--- config.mk ---
export PLATFORM = sky130hd
export DESIGN_NAME = length_checksum_frame_parser_core
export DESIGN_NICKNAME = d
export VERILOG_FILES = /design/src/rtl/lcfp_pkg.sv /design/src/rtl/length_checksum_frame_parser_core.sv
export SDC_FILE = /design/constraint.sdc
export NUM_CORES = 1
export LEC_CHECK = 0
export BUFFER_PORTS_ARGS = -buffer_cell sky130_fd_sc_hd__buf_2
export CAP_MARGIN = 10
export CORE_UTILIZATION = 40
export DETAILED_ROUTE_END_ITERATION = 6
export SLEW_MARGIN = 20
export SYNTH_ARGS = -nofsm -noshare
export SYNTH_HDL_FRONTEND = slang
export SYNTH_SLANG_ARGS = --single-unit
--- constraint.sdc ---
create_clock -name clk -period 6.2 [get_ports clk]
set_input_delay 0 -clock clk [delete_from_list [all_inputs] [get_ports clk]]
set_output_delay 0 -clock clk [all_outputs]
set_load 0.02 [all_outputs]
--- src/rtl/lcfp_pkg.sv ---
// lcfp_pkg: shared types and constants for the length/checksum frame parser
// no dependencies

package lcfp_pkg;

  localparam int unsigned MAX_PAYLOAD = 64;
  localparam int unsigned COUNT_W     = 9;
  localparam int unsigned HDR_LEN     = 2;
  localparam int unsigned OVERHEAD    = 3;

  localparam logic [COUNT_W-1:0] COUNT_MAX = {COUNT_W{1'b1}};

  localparam logic KIND_PAYLOAD = 1'b0;
  localparam logic KIND_VERDICT = 1'b1;

  localparam logic [2:0] ST_OK       = 3'd0;
  localparam logic [2:0] ST_SHORT    = 3'd1;
  localparam logic [2:0] ST_BAD_SUM  = 3'd2;
  localparam logic [2:0] ST_TOO_LONG = 3'd3;
  localparam logic [2:0] ST_MISMATCH = 3'd4;

  typedef struct packed {
    logic [7:0] rx_byte;
    logic       end_of_buffer;
  } in_item_t;

  typedef struct packed {
    logic       result_kind;
    logic [7:0] payload_byte;
    logic [7:0] payload_index;
    logic [7:0] frame_id;
    logic [7:0] frame_length;
    logic [7:0] frame_checksum;
    logic [2:0] frame_status;
  } out_item_t;

endpackage

--- src/rtl/length_checksum_frame_parser_core.sv ---
// length_checksum_frame_parser_core: byte-wise frame parser with 8-bit additive checksum
// depends on lcfp_pkg
//
// usage:
//   in channel (in_valid/in_stall/in_data) carries one received byte per item,
//   with end_of_buffer set on the final byte of a buffer.
//   out channel (out_valid/out_stall/out_data) carries zero or one result per
//   input item: a tentative payload byte (result_kind 0) or, on the final
//   byte, a frame verdict (result_kind 1) with id, length, checksum, status.
//   results are registered: a result enters the output register, or the skid
//   register while the output register holds an untaken result. throughput: one
//   byte per cycle while in_stall is low; the parse state is updated by a single
//   layer of logic in front of the result register. stall: a skid register behind
//   the output register keeps intake running while one result waits; in_stall rises
//   only when both hold results, and drops as soon as the receiver takes one.
//   reset: byte count, running sum, held id and length clear to zero and both
//   result registers empty. the count and sum also clear after each final byte.

module length_checksum_frame_parser_core (
  input  logic                clk,
  input  logic                rst_n,
  input  logic                in_valid,
  output logic                in_stall,
  input  lcfp_pkg::in_item_t  in_data,
  output logic                out_valid,
  input  logic                out_stall,
  output lcfp_pkg::out_item_t out_data
);

  logic [lcfp_pkg::COUNT_W-1:0] byte_count_r, byte_count_nxt;
  logic [7:0]                   running_sum_r, running_sum_nxt;
  logic [7:0]                   held_id_r, held_id_nxt;
  logic [7:0]                   held_length_r, held_length_nxt;

  lcfp_pkg::out_item_t out_item_r, out_item_nxt;
  lcfp_pkg::out_item_t skid_item_r, skid_item_nxt;
  logic                out_valid_r, out_valid_nxt;
  logic                skid_valid_r, skid_valid_nxt;

  logic                         accept;
  logic                         out_pop;
  logic                         has_result;
  lcfp_pkg::out_item_t          res;
  logic [lcfp_pkg::COUNT_W-1:0] total;
  logic [lcfp_pkg::COUNT_W-1:0] rel_pos;
  logic [lcfp_pkg::COUNT_W-1:0] expected_total;

  assign in_stall  = skid_valid_r;
  assign accept    = in_valid && !skid_valid_r;
  assign out_valid = out_valid_r;
  assign out_data  = out_item_r;
  assign out_pop   = out_valid_r && !out_stall;

  assign total          = (byte_count_r == lcfp_pkg::COUNT_MAX) ? lcfp_pkg::COUNT_MAX
                                                                 : byte_count_r + 1'b1;
  assign rel_pos        = byte_count_r - lcfp_pkg::COUNT_W'(lcfp_pkg::HDR_LEN);
  assign expected_total = {1'b0, held_length_r} + lcfp_pkg::COUNT_W'(lcfp_pkg::OVERHEAD);

  // parse step
  always_comb begin
    byte_count_nxt  = byte_count_r;
    running_sum_nxt = running_sum_r;
    held_id_nxt     = held_id_r;
    held_length_nxt = held_length_r;
    has_result      = 1'b0;
    res             = '0;
    if (accept) begin
      if (in_data.end_of_buffer) begin
        has_result      = 1'b1;
        res.result_kind = lcfp_pkg::KIND_VERDICT;
        byte_count_nxt  = '0;
        running_sum_nxt = '0;
        if (total < lcfp_pkg::COUNT_W'(lcfp_pkg::OVERHEAD)) begin
          res.frame_status = lcfp_pkg::ST_SHORT;
        end else begin
          res.frame_id       = held_id_r;
          res.frame_length   = held_length_r;
          res.frame_checksum = in_data.rx_byte;
          if (running_sum_r != in_data.rx_byte) begin
            res.frame_status = lcfp_pkg::ST_BAD_SUM;
          end else if (held_length_r > 8'(lcfp_pkg::MAX_PAYLOAD)) begin
            res.frame_status = lcfp_pkg::ST_TOO_LONG;
          end else if (total != expected_total) begin
            res.frame_status = lcfp_pkg::ST_MISMATCH;
          end else begin
            res.frame_status = lcfp_pkg::ST_OK;
          end
        end
      end else begin
        byte_count_nxt  = total;
        running_sum_nxt = running_sum_r + in_data.rx_byte;
        if (byte_count_r == '0) begin
          held_id_nxt = in_data.rx_byte;
        end else if (byte_count_r == lcfp_pkg::COUNT_W'(1)) begin
          held_length_nxt = in_data.rx_byte;
        end else if (rel_pos < {1'b0, held_length_r}) begin
          has_result        = 1'b1;
          res.result_kind   = lcfp_pkg::KIND_PAYLOAD;
          res.payload_byte  = in_data.rx_byte;
          res.payload_index = rel_pos[7:0];
        end
      end
    end
  end

  // output register plus skid
  always_comb begin
    out_item_nxt   = out_item_r;
    skid_item_nxt  = skid_item_r;
    out_valid_nxt  = out_valid_r;
    skid_valid_nxt = skid_valid_r;
    if (skid_valid_r) begin
      if (out_pop) begin
        out_item_nxt   = skid_item_r;
        skid_valid_nxt = 1'b0;
      end
    end else if (has_result) begin
      if (!out_valid_r || out_pop) begin
        out_item_nxt  = res;
        out_valid_nxt = 1'b1;
      end else begin
        skid_item_nxt  = res;
        skid_valid_nxt = 1'b1;
      end
    end else if (out_pop) begin
      out_valid_nxt = 1'b0;
    end
  end

  always_ff @(posedge clk) begin
    if (!rst_n) begin
      byte_count_r  <= '0;
      running_sum_r <= '0;
      held_id_r     <= '0;
      held_length_r <= '0;
      out_valid_r   <= 1'b0;
      skid_valid_r  <= 1'b0;
    end else begin
      byte_count_r  <= byte_count_nxt;
      running_sum_r <= running_sum_nxt;
      held_id_r     <= held_id_nxt;
      held_length_r <= held_length_nxt;
      out_valid_r   <= out_valid_nxt;
      skid_valid_r  <= skid_valid_nxt;
    end
  end

  always_ff @(posedge clk) begin
    out_item_r  <= out_item_nxt;
    skid_item_r <= skid_item_nxt;
  end

endmodule
# Word-level counts from Yosys, hierarchy flattened
# Index checks and enable logic that the tools add are counted.
# totals
ff_bits	123
output_inout_bits	46
# op_classes
reduce_logical	15
n_lt_le_gt_ge	3
bitwise_logic	4
addsub	4
n_eq_ne	6
n_mux	31
# ops
op	n
two-way mux 44 bit	5
two-way mux 17 bit	2
two-way mux 16 bit	2
two-way mux 27 bit	1
two-way mux 24 bit	1
two-way mux 9 bit	2
two-way mux 1 bit	13
two-way mux 3 bit	4
AND reduction 3 bit	4
adder 8 x 2 -> 9 bit, second input constant	1
adder 9 x 1 -> 9 bit, second input constant	1
equality test 9 x 1 -> 1 bit, second input constant	1
equality test 9 bit, second input constant	1
zero test 9 bit	1
less-than comparator 9 x 2 -> 1 bit, second input constant	1
less-than comparator 9 x 8 -> 1 bit	1
inequality test 9 bit	1
subtractor 9 x 2 -> 9 bit, second input constant	1
adder 8 bit	1
> comparator 8 x 7 -> 1 bit, second input constant	1
two-way mux 8 bit	1
inequality test 8 bit	1
nonzero test 2 bit	3
inequality test 2 x 1 -> 1 bit, second input constant	2
5 further kinds	11

# Depth between registers and ports, before layout
# Gate-level depths: netlist of run 1.
# depth
word_depth	12
ltp_mapped	13
ltp_nobuf	11

# Worst setup path before layout of run 1
# OpenSTA, ideal clock, no wires.
# synth_path
kind	register -> register
start	register byte_count_r[2] in the netlist's numbering
end	register skid_item_r[0] in the netlist's numbering, enable pin
path_buffers	2
synth_period_minus_slack_ps	6416
setup_ps	512
t_arrival_ps	5904
path_slack_ps	-216
path_stages_with_launch	14
cell_sequence	dfxtp_1 -> buf_2 -> inv_1 -> ha_1 -> nor3b_1 -> xnor2_1 -> inv_1 -> ha_1 -> a21o_1 -> a221oi_1 -> o21ai_0 -> a211o_1 -> clkbuf_1 -> a211oi_1
# synth_via
elab_chain_cells	8
elab_cells_between_ends	10
classes_between	add/sub: 1; order compare: 1; eq/ne: 1; mux: 5; reduce/logical: 2
# synth_rtl
item	line_no	text
start, declared	length_checksum_frame_parser_core.sv:30	logic [lcfp_pkg::COUNT_W-1:0] byte_count_r, byte_count_nxt;
start signal, assigned	length_checksum_frame_parser_core.sv:139	byte_count_r <= byte_count_nxt;
subtractor 9 x 2 -> 9 bit	length_checksum_frame_parser_core.sv:56	assign rel_pos = byte_count_r - lcfp_pkg::COUNT_W'(lcfp_pkg::HDR_LEN);
less-than comparator 9 x 8 -> 1 bit	length_checksum_frame_parser_core.sv:96	end else if (rel_pos < {1'b0, held_length_r}) begin
two-way mux 1 bit	length_checksum_frame_parser_core.sv:96	
two-way mux 1 bit	length_checksum_frame_parser_core.sv:94	end else if (byte_count_r == lcfp_pkg::COUNT_W'(1)) begin
two-way mux 1 bit (*)	length_checksum_frame_parser_core.sv:92	if (byte_count_r == '0) begin
two-way mux 1 bit (*)	length_checksum_frame_parser_core.sv:68	if (in_data.end_of_buffer) begin
two-way mux 1 bit (*)	length_checksum_frame_parser_core.sv:67	if (accept) begin
AND reduction 3 bit (no line) (*)	-	
end signal, assigned	length_checksum_frame_parser_core.sv:150	skid_item_r <= skid_item_nxt;
end, declared	length_checksum_frame_parser_core.sv:36	lcfp_pkg::out_item_t skid_item_r, skid_item_nxt;
# Mark *: on every way between the ends. The rest lies on a longest branch, timed or not.
# A chain may end at the register's enable or synchronous reset.

# Worst setup path in the final report of run 1
# layout_path
start	register byte_count_r[2] in the netlist's numbering
end	register skid_item_r[16] in the netlist's numbering, enable pin
# Same word-level chain as after synthesis.

==> metrics.md, run 1 <==
| Metric | Value |
|---|---|
| Status | finished clean |
| ANT cells | 0 |
| Netlist cell types | 64 |
| Post-Syn Nets | 562 |
| Clock Sink Count | 123 |
| IO Pins | 59 |
| Worst Hold Slack | 0.0495 ns |
| Synth area leader | edfxtp_1 |
| Required @ worst endpoint | 6.25 ns |
| Sequential element share of the synthesized area | 0.550 |
| Layout Nets | 622 |
| Worst EP arrival | 4.10 ns |
| GRT Residual Overflow | 0 |
| Setup_tns | 0 ns |
| Critical Path Start | byte_count_r[2] |
| GRT Resource Usage Total | 0.180 |
| Crit Path Max Fanout | 44 |
| Post-synth top flop | edfxtp_1 |
| Power density cells | 272 nW/µm² |
| Final WL | 13.4 mm |
| Crit path kind | reg -> reg |
| Port-buffer cells | 58 |
| Top post-synthesis cells by area | edfxtp_1 43%, dfxtp_1 12%, ha_1 4.1% |
| Rel. slew slack | 0.309 |
| Vias/cell | 5.51 |
| Post-route cell area | 7160 µm² |
| Tightest Pin Transition | 1.04 ns |
| Synth warnings | 0 |
| H-tree depth | 4 |
| Post-Place Cell Area | 6510 µm² |
| Dpl hpwl | 8.93 mm |
| Synth cell count leaders | 88 x edfxtp_1, 35 x and2_1, 35 x dfxtp_1, 31 x a21o_1, 26 x nor2b_1 |
| IR Drop Worst-Case VDD | 0.169 mV |
| Hold WC Path Type | in -> reg |
| TritonCTS buffer count | 17 |
| Pin count of the biggest net entering global routing | 53 |
| Critical path destination | skid_item_r[16] |
| Leak Pwr | 2.94 nW |
| Max-cap violations | 0 |
| Unrepaired setup endpoints after global routing | false |
| Asr flop ratio synth | 0 |
| Die Y | 125 µm |
| Root Buffer Master | clkbuf_16 |
| FF+latch count, synth | 123 |
| Register clock-pin slew on the reported worst setup and hold paths | 0.05 ns |
| Max frequency | 0.247 GHz |
| Post-synth EDFFs | 88 |
| Tcrit/Tclk final | 0.654 |
| TritonRoute pass-1 iters | 7 |
| Clk_skew | 0.00877 ns |
| CP Launch Type | register |
| Final Slew Violations | 0 |
| P&R area growth vs syn | 17.8% |
| Reg-to-reg critical path startpoint | byte_count_r[2] |
| ANT nets after route | 0 |
| Fin. Hold Viols | 0 |
| GP Congestion | 0.872 |
| Register area | 3340 µm² |
| Final setup viols | 0 |
| Core Area | 14700 µm² |
| Mapped Area | 6080 µm² |
| Worst R2R End | skid_item_r[16] |
| Total number of vias | 4322 |
| Vias in the first global route | 4118 |
| R2r worst-path depth | 12 |
| Skew-Pair Late Insertion Delay | 0.42 ns |
| Mean Syn Cell Area | 11.5 µm² |
| Row Count | 44 |
| Cts-stage hold buffer count | 11 |
| DRC | 0 |
| Iter 0 DRT Violations | 443 |
| Top cell type's share of synthesized area | 0.434 |
| CTS tree | yes |
| Bufs on Longest Clock Path | 2 |
| Initial antenna violation count | 0 |
| Starting Density | 0.414 |
| Number of gates resized after CTS | 0 |
| Min Tclk post-route | 4.05 ns |
| Worst setup EP type | register |
| Global-route wire length before repair | 21.5 mm |
| Postcts setup bufs | 0 |
| FILL cells | 1325 |
| Die W | 125 µm |
| Most numerous cell in the Yosys netlist | edfxtp_1 |
| Layout cells sized above 1 | 0.166 |
| Reg2reg setup slack | 2.15 ns |
| Syn Inst Count | 528 |
| WL per Instance | 17.1 µm |
| Die ar. | 15700 µm² |
| Area of the multi-input gates | 2520 µm² |
==> worst min-delay path by stage <==
stage / from / to / slack (ns) / cells past startpoint
2_1_floorplan: rst_n / in_stall / 0.14 / 2
3_3_place_gp: in_valid / in_stall / 0.39 / 3
3_5_place_dp: in_valid / in_stall / 0.38 / 3
4_1_cts: out_stall / out_valid / 0.04 / 5
5_1_grt: out_stall / out_valid / 0.12 / 5
6_report: out_stall / out_valid / 0.05 / 5
==> report_power, final <==
| part | leakage (nW) | switching, W | total (W) | internal, W |
|---|---|---|---|---|
| clock network | 0.256 | 0.000345 | 0.000911 | 0.000565 |
| registers | 1.14 | 0.0000107 | 0.000908 | 0.000898 |
| logic | 1.54 | 0.0000821 | 0.000131 | 0.0000488 |
| total | 2.94 | 0.000438 | 0.00195 | 0.00151 |
==> metrics by stage <==
step / utilization / total power, W / worst slack (ns) / std cells
final: 0.487 / 0.00195 / 2.15 / 785
after global routing: 0.487 / 0.00202 / 1.91 / 785
after CTS: 0.487 / 0.00196 / 2.18 / 785
after detailed placement: 0.443 / 0.00105 / 2.19 / 742
after global placement: 0.443 / 0.00105 / 2.30 / 742
after floorplan: - / 0.00101 / 1.29 / 528
==> kinds of logic after synthesis <==
group | count (synthesis) | share of synthesized area
AO/OA/AOI/OAI | 129 | 0.156
XOR/XNOR | 21 | 0.0302
adder cells (fa/ha/maj) | 21 | 0.0444
buffers and inverters | 58 | 0.0416
flip-flops | 123 | 0.550
multiplexers | 15 | 0.0247
AND/OR/NAND/NOR | 161 | 0.154
==> area by class of cell <==
class,instances,share of cell area
multi-input cells,347,0.351
clock buffers,23,0.0653
clock inverters,9,0.0103
repair buffers,74,0.0611
well taps,184,0.0321
flip-flops and latches,123,0.467
inverters,25,0.0131
==> layer usage <==
layer / part of all wire / wire length [µm] / track usage
met4: 0.016 / 220 / 0.0725
met2: 0.47 / 6350 / 0.290
met5: 0 / 0 / 0
met1: 0.46 / 6140 / 0.229
met3: 0.052 / 700 / 0.0475
==> layout by cell type (no fill, tap or decap), types with 10 or more instances in the layout <==
| cell type | instances |
|---|---|
| nor3_1 | 16 |
| inv_1 | 25 |
| nor2b_1 | 26 |
| mux2i_1 | 15 |
| nand2_1 | 15 |
| o21ai_0 | 18 |
| a21oi_1 | 20 |
| clkbuf_16 | 17 |
| buf_2 | 58 |
| a22o_1 | 18 |
| ha_1 | 20 |
| dfxtp_1 | 34 |
| dlygate4sd3_1 | 11 |
| a21o_1 | 31 |
| edfxtp_1 | 88 |
| nand3_1 | 10 |
| nor2_1 | 16 |
| xnor2_1 | 15 |
| and2_1 | 35 |
==> flip-flops by register name, summed over array words and instances (netlist names) <==
name           flops
byte_count_r       9
out_data          44
skid_item_r       44
held_length_r      8
running_sum_r      8
in_stall           1
held_id_r          8
out_valid          1
==> critical path: stages, from the launching register on <==
cell,delay [ns]
dfxtp_1,0.55
inv_1,0.08
ha_1,0.22
nor3b_1,0.16
xnor2_1,0.21
inv_1,0.09
ha_1,0.29
a21o_1,0.17
a221oi_1,0.29
o21ai_0,0.24
a211o_1,0.53
a211oi_4,0.29
buf_4,0.55
Power figures use the tool's default switching activity.
==> run 2, diff against run 1 <==
--- a/config.mk
+++ b/config.mk
@@ -5,6 +5,7 @@
 export SDC_FILE = /design/constraint.sdc
 export NUM_CORES = 1
 export LEC_CHECK = 0
+export ABC_AREA = 1
 export BUFFER_PORTS_ARGS = -buffer_cell sky130_fd_sc_hd__buf_2
 export CAP_MARGIN = 10
 export CORE_UTILIZATION = 40
==> constraint.sdc (replaced) <==
create_clock -name clk -period 3.7 [get_ports clk]
set_input_delay 0 -clock clk [delete_from_list [all_inputs] [get_ports clk]]
set_output_delay 0 -clock clk [all_outputs]
set_load 0.02 [all_outputs]
==> run 2 against run 1 <==
Count of clock-buffer cells in the layout down 2. Wire length up 2.2%. Critical endpoint is now out_data[27]. Hold slack worse by 0.011 ns. Via count up 6.2%. Die area up 1.5%. Combinational power up 69%.
==> metrics.md, run 2 <==
| Metric | Value |
|---|---|
| Most numerous cell in the Yosys netlist | nand2_1 (was edfxtp_1) |
| Port-buffer cells | 58 (unchanged) |
| Die Y | 126 µm (was 125 µm) |
| Most frequent cells in the layout | 178 x nand2_1, 88 x edfxtp_1, 82 x inv_1 (was 88 x edfxtp_1, 58 x buf_2, 35 x and2_1) |
| Worst slack, placed | 0.432 ns (was 2.19 ns) |
| Register clock-pin slew on the reported worst setup and hold paths | 0.06 ns (was 0.05 ns) |
| Core Area | 15100 µm² (was 14700 µm²) |
| Row Count | 45 (was 44) |
| Global-route wire length before repair | 21.9 mm (was 21.5 mm) |
| Tightest Pin Transition | 0.648 ns (was 1.04 ns) |
| Iter 0 DRT Violations | 276 (was 443) |
| GRT met2 Usage | 0.286 (was 0.290) |
| Starting Density | 0.408 (was 0.414) |
| Post-Synth Simple-Gate Area | 0.231 (was 0.154) |
| Non-Filler Instances | 940 (was 785) |
| TritonCTS buffer count | 17 (unchanged) |
| Tcrit/Tclk final | 0.882 (was 0.654) |
| Leak Pwr | 3.19 nW (was 2.94 nW) |
| Postcts setup bufs | 0 (unchanged) |
| Unrepaired setup endpoints after global routing | false (unchanged) |
| Max-cap violations | 0 (unchanged) |
| Mapped Area | 6170 µm² (was 6080 µm²) |
| Worst EP arrival | 3.42 ns (was 4.10 ns) |
| IR Drop Worst-Case VDD | 0.291 mV (was 0.169 mV) |
| Adder-cell share of the synthesized area | 0.0438 (was 0.0444) |
| CTS tree | yes (unchanged) |
| Min Tclk post-route | 3.26 ns (was 4.05 ns) |
| Final setup viols | 0 (unchanged) |
| Root Buffer Master | clkbuf_16 (unchanged) |
| Sequential element share of the synthesized area | 0.541 (was 0.550) |
| Clock network power share | 0.487 (was 0.467) |
| CP Launch Type | register (unchanged) |
| Final Slew Violations | 0 (unchanged) |
| Final WL | 13.7 mm (was 13.4 mm) |
| TritonRoute pass-1 iters | 4 (was 7) |
| Mean Syn Cell Area | 9.31 µm² (was 11.5 µm²) |
| Clk_skew | 0.0104 ns (was 0.00877 ns) |
| R2r worst-path depth | 17 (was 12) |
| Hold WC Path Type | in -> reg (unchanged) |
| Layout cells sized above 1 | 0.195 (was 0.166) |
| Post-Syn Nets | 697 (was 562) |
| Die W | 126 µm (was 125 µm) |
| Vias/cell | 4.88 (was 5.51) |
| Top cell type's share of synthesized area | 0.428 (was 0.434) |
| Clock Sink Count | 123 (unchanged) |
| Setup_tns | 0 ns (unchanged) |
| Max frequency | 0.306 GHz (was 0.247 GHz) |
| Initial antenna violation count | 0 (unchanged) |
| Skew-Pair Late Insertion Delay | 0.42 ns (about the same) |
| Worst setup margin | 0.435 ns (was 2.15 ns) |
| Netlist cell types | 40 (was 64) |
| Seq pwr share | 0.448 (was 0.466) |
| Post-synth EDFFs | 88 (unchanged) |
| Power density cells | 461 nW/µm² (was 272 nW/µm²) |
| Crit Path Max Fanout | 29 (was 44) |
| Critical Path Start | byte_count_r[3] (was byte_count_r[2]) |
| Pin count of the biggest net entering global routing | 47 (was 53) |
| Fin. Hold Viols | 0 (unchanged) |
| Required @ worst endpoint | 3.86 ns (was 6.25 ns) |
| Bufs on Longest Clock Path | 2 (unchanged) |
| Vias in the first global route | 4280 (was 4118) |
| Worst setup EP type | register (unchanged) |
| Crit path kind | reg -> reg (unchanged) |
| Dpl cells | 897 (was 742) |
| ANT cells | 0 (unchanged) |
| Synth area leader | edfxtp_1 (unchanged) |
| Grt peak-use layer | met2 (unchanged) |
| Complex-gate fraction of the synthesized area | 0.0857 (was 0.156) |
| Status | finished clean (unchanged) |
| Sw Pwr | 0.000784 W (was 0.000438 W) |
| P&R area growth vs syn | 19.2% (was 17.8%) |
| Post-Synth XOR/XNOR Area | 0.0211 (was 0.0302) |
| Commonest non-fill, non-tap cell in the layout | nand2_1 (was edfxtp_1) |
| IO Pins | 59 (unchanged) |
| Reg-to-reg critical path startpoint | byte_count_r[3] (was byte_count_r[2]) |
| M1 GR Usage | 0.242 (was 0.229) |
| FILL cells | 1372 (was 1325) |
| Top post-synthesis cells by area | edfxtp_1 43%, dfxtp_1 11%, nand2_1 11% (was edfxtp_1 43%, dfxtp_1 12%, ha_1 4.1%) |
| Syn Inst Count | 663 (was 528) |
| GRT Residual Overflow | 0 (unchanged) |
| GRT Resource Usage Total | 0.181 (was 0.180) |
| Comb pwr share | 0.065 (was 0.067) |
| Rel. slew slack | 0.565 (was 0.309) |
| Synth warnings | 0 (unchanged) |
| Total number of vias | 4591 (was 4322) |
| Post-synth top flop | edfxtp_1 (unchanged) |
| H-tree depth | 4 (unchanged) |
| Synth cell count leaders | 178 x nand2_1, 88 x edfxtp_1, 83 x inv_1, 51 x o21ai_0, 49 x a21oi_1 (was 88 x edfxtp_1, 35 x and2_1, 35 x dfxtp_1, 31 x a21o_1, 26 x nor2b_1) |
| DRC | 0 (unchanged) |
| FF+latch count, synth | 123 (unchanged) |
| Asr flop ratio synth | 0 (unchanged) |
| GP Congestion | 0.878 (was 0.872) |
| Hold Crit Depth | 3 (was 5) |
| Dpl hpwl | 9.58 mm (was 8.93 mm) |
| WL per Instance | 14.6 µm (was 17.1 µm) |
| HP Start | out_stall (unchanged) |
| Largest family of logic cells by synthesized area | simple AND/OR/NAND/NOR gates (was compound AO/OA/AOI/OAI gates) |
| Layout Nets | 773 (was 622) |
| ANT nets after route | 0 (unchanged) |
| Worst Hold Slack | 0.0384 ns (was 0.0495 ns) |
| Pint | 0.00261 W (was 0.00151 W) |
| Met3 Use GR | 0.0391 (was 0.0475) |
| Switching share of power | 0.231 (was 0.225) |
| Multiplexer area fraction after synthesis | 0 (was 0.0247) |
| Die ar. | 15900 µm² (was 15700 µm²) |
==> run 2: changes by cell type in the layout (fill, tap and decap cells not counted), moves of 13 or more <==
cell	delta
nand2_1	+163
inv_1	+57
and2_1	-35
o21ai_0	+33
a21o_1	-31
a21oi_1	+29
nor2b_1	-26
nor2_4	+21
a22o_1	-18
nor2_1	+18
mux2i_1	-15
xnor2_1	-13
==> run 2: repair_timing <==
action | in CTS | in global routing
resized for setup | 0 | 0
hold buffers | 11 | 0
endpoints found under the hold margin | 34 | 0
==> run 2: logic make-up (layout without fill, tap and decap cells) <==
logic type	Yosys count	after routing
compound gates	104	104
xor+xnor	14	14
fa+ha+maj	21	21
buf+inv	109	198
flops	123	123
simple gates	292	292
==> run 2: worst max-delay path, stage by stage, from the launching register on <==
cell      delay (ns)
dfxtp_1         0.37
inv_2           0.16
nand2_2         0.09
nor2_1          0.25
nand3_1         0.13
xor2_1          0.16
inv_1           0.08
ha_1            0.29
nand2_1         0.05
inv_1           0.05
nand2_1         0.05
nand2_1         0.05
nand2_1         0.06
nand3_1         0.11
nand3_1         0.08
nand2_1         0.08
clkinv_1        0.52
buf_12          0.40
==> run 2: metrics by stage <==
| stage | instance area, µm² | util | power (W) |
|---|---|---|---|
| global route | 7360 | 0.486 | 0.00351 |
| detailed placement | 6650 | 0.439 | 0.00176 |
| CTS | 7360 | 0.486 | 0.00343 |
| finish | 7360 | 0.486 | 0.00340 |
| floorplan | 6170 | - | 0.00169 |
| global placement | 6650 | 0.439 | 0.00176 |
==> run 2: layout make-up <==
cell class	count	area, µm²	share of cell area
clock buffer	21	460	0.0626
clock inverter	11	135	0.0184
inverter	89	334	0.0454
multi-input combinational	431	2350	0.320
sequential	123	3340	0.454
tap	188	235	0.0320
timing repair buffer	77	498	0.0677
==> run 2: layer usage <==
metal  routed length, µm  part of all wire
met3                 599             0.044
met5                   0                 0
met4                 249             0.018
met1                6540              0.48
met2                6310              0.46
==> run 2: worst paths after layout <==
path                            to  slack (ns)
hold reg to reg   running_sum_r[6]        0.47
setup reg to reg      out_data[27]        0.44
hold / removal            in_stall        0.04
setup / recovery      out_data[27]        0.44
==> run 2: power by group through the flow <==
stage                     Combinational (W)  Clock [W]  Sequential, W
after detailed placement           0.000214          0        0.00155
after CTS                          0.000224    0.00168        0.00152
after global routing               0.000247    0.00174        0.00152
final                              0.000222    0.00165        0.00152
after global placement             0.000213          0        0.00155
after floorplan                    0.000118          0        0.00157
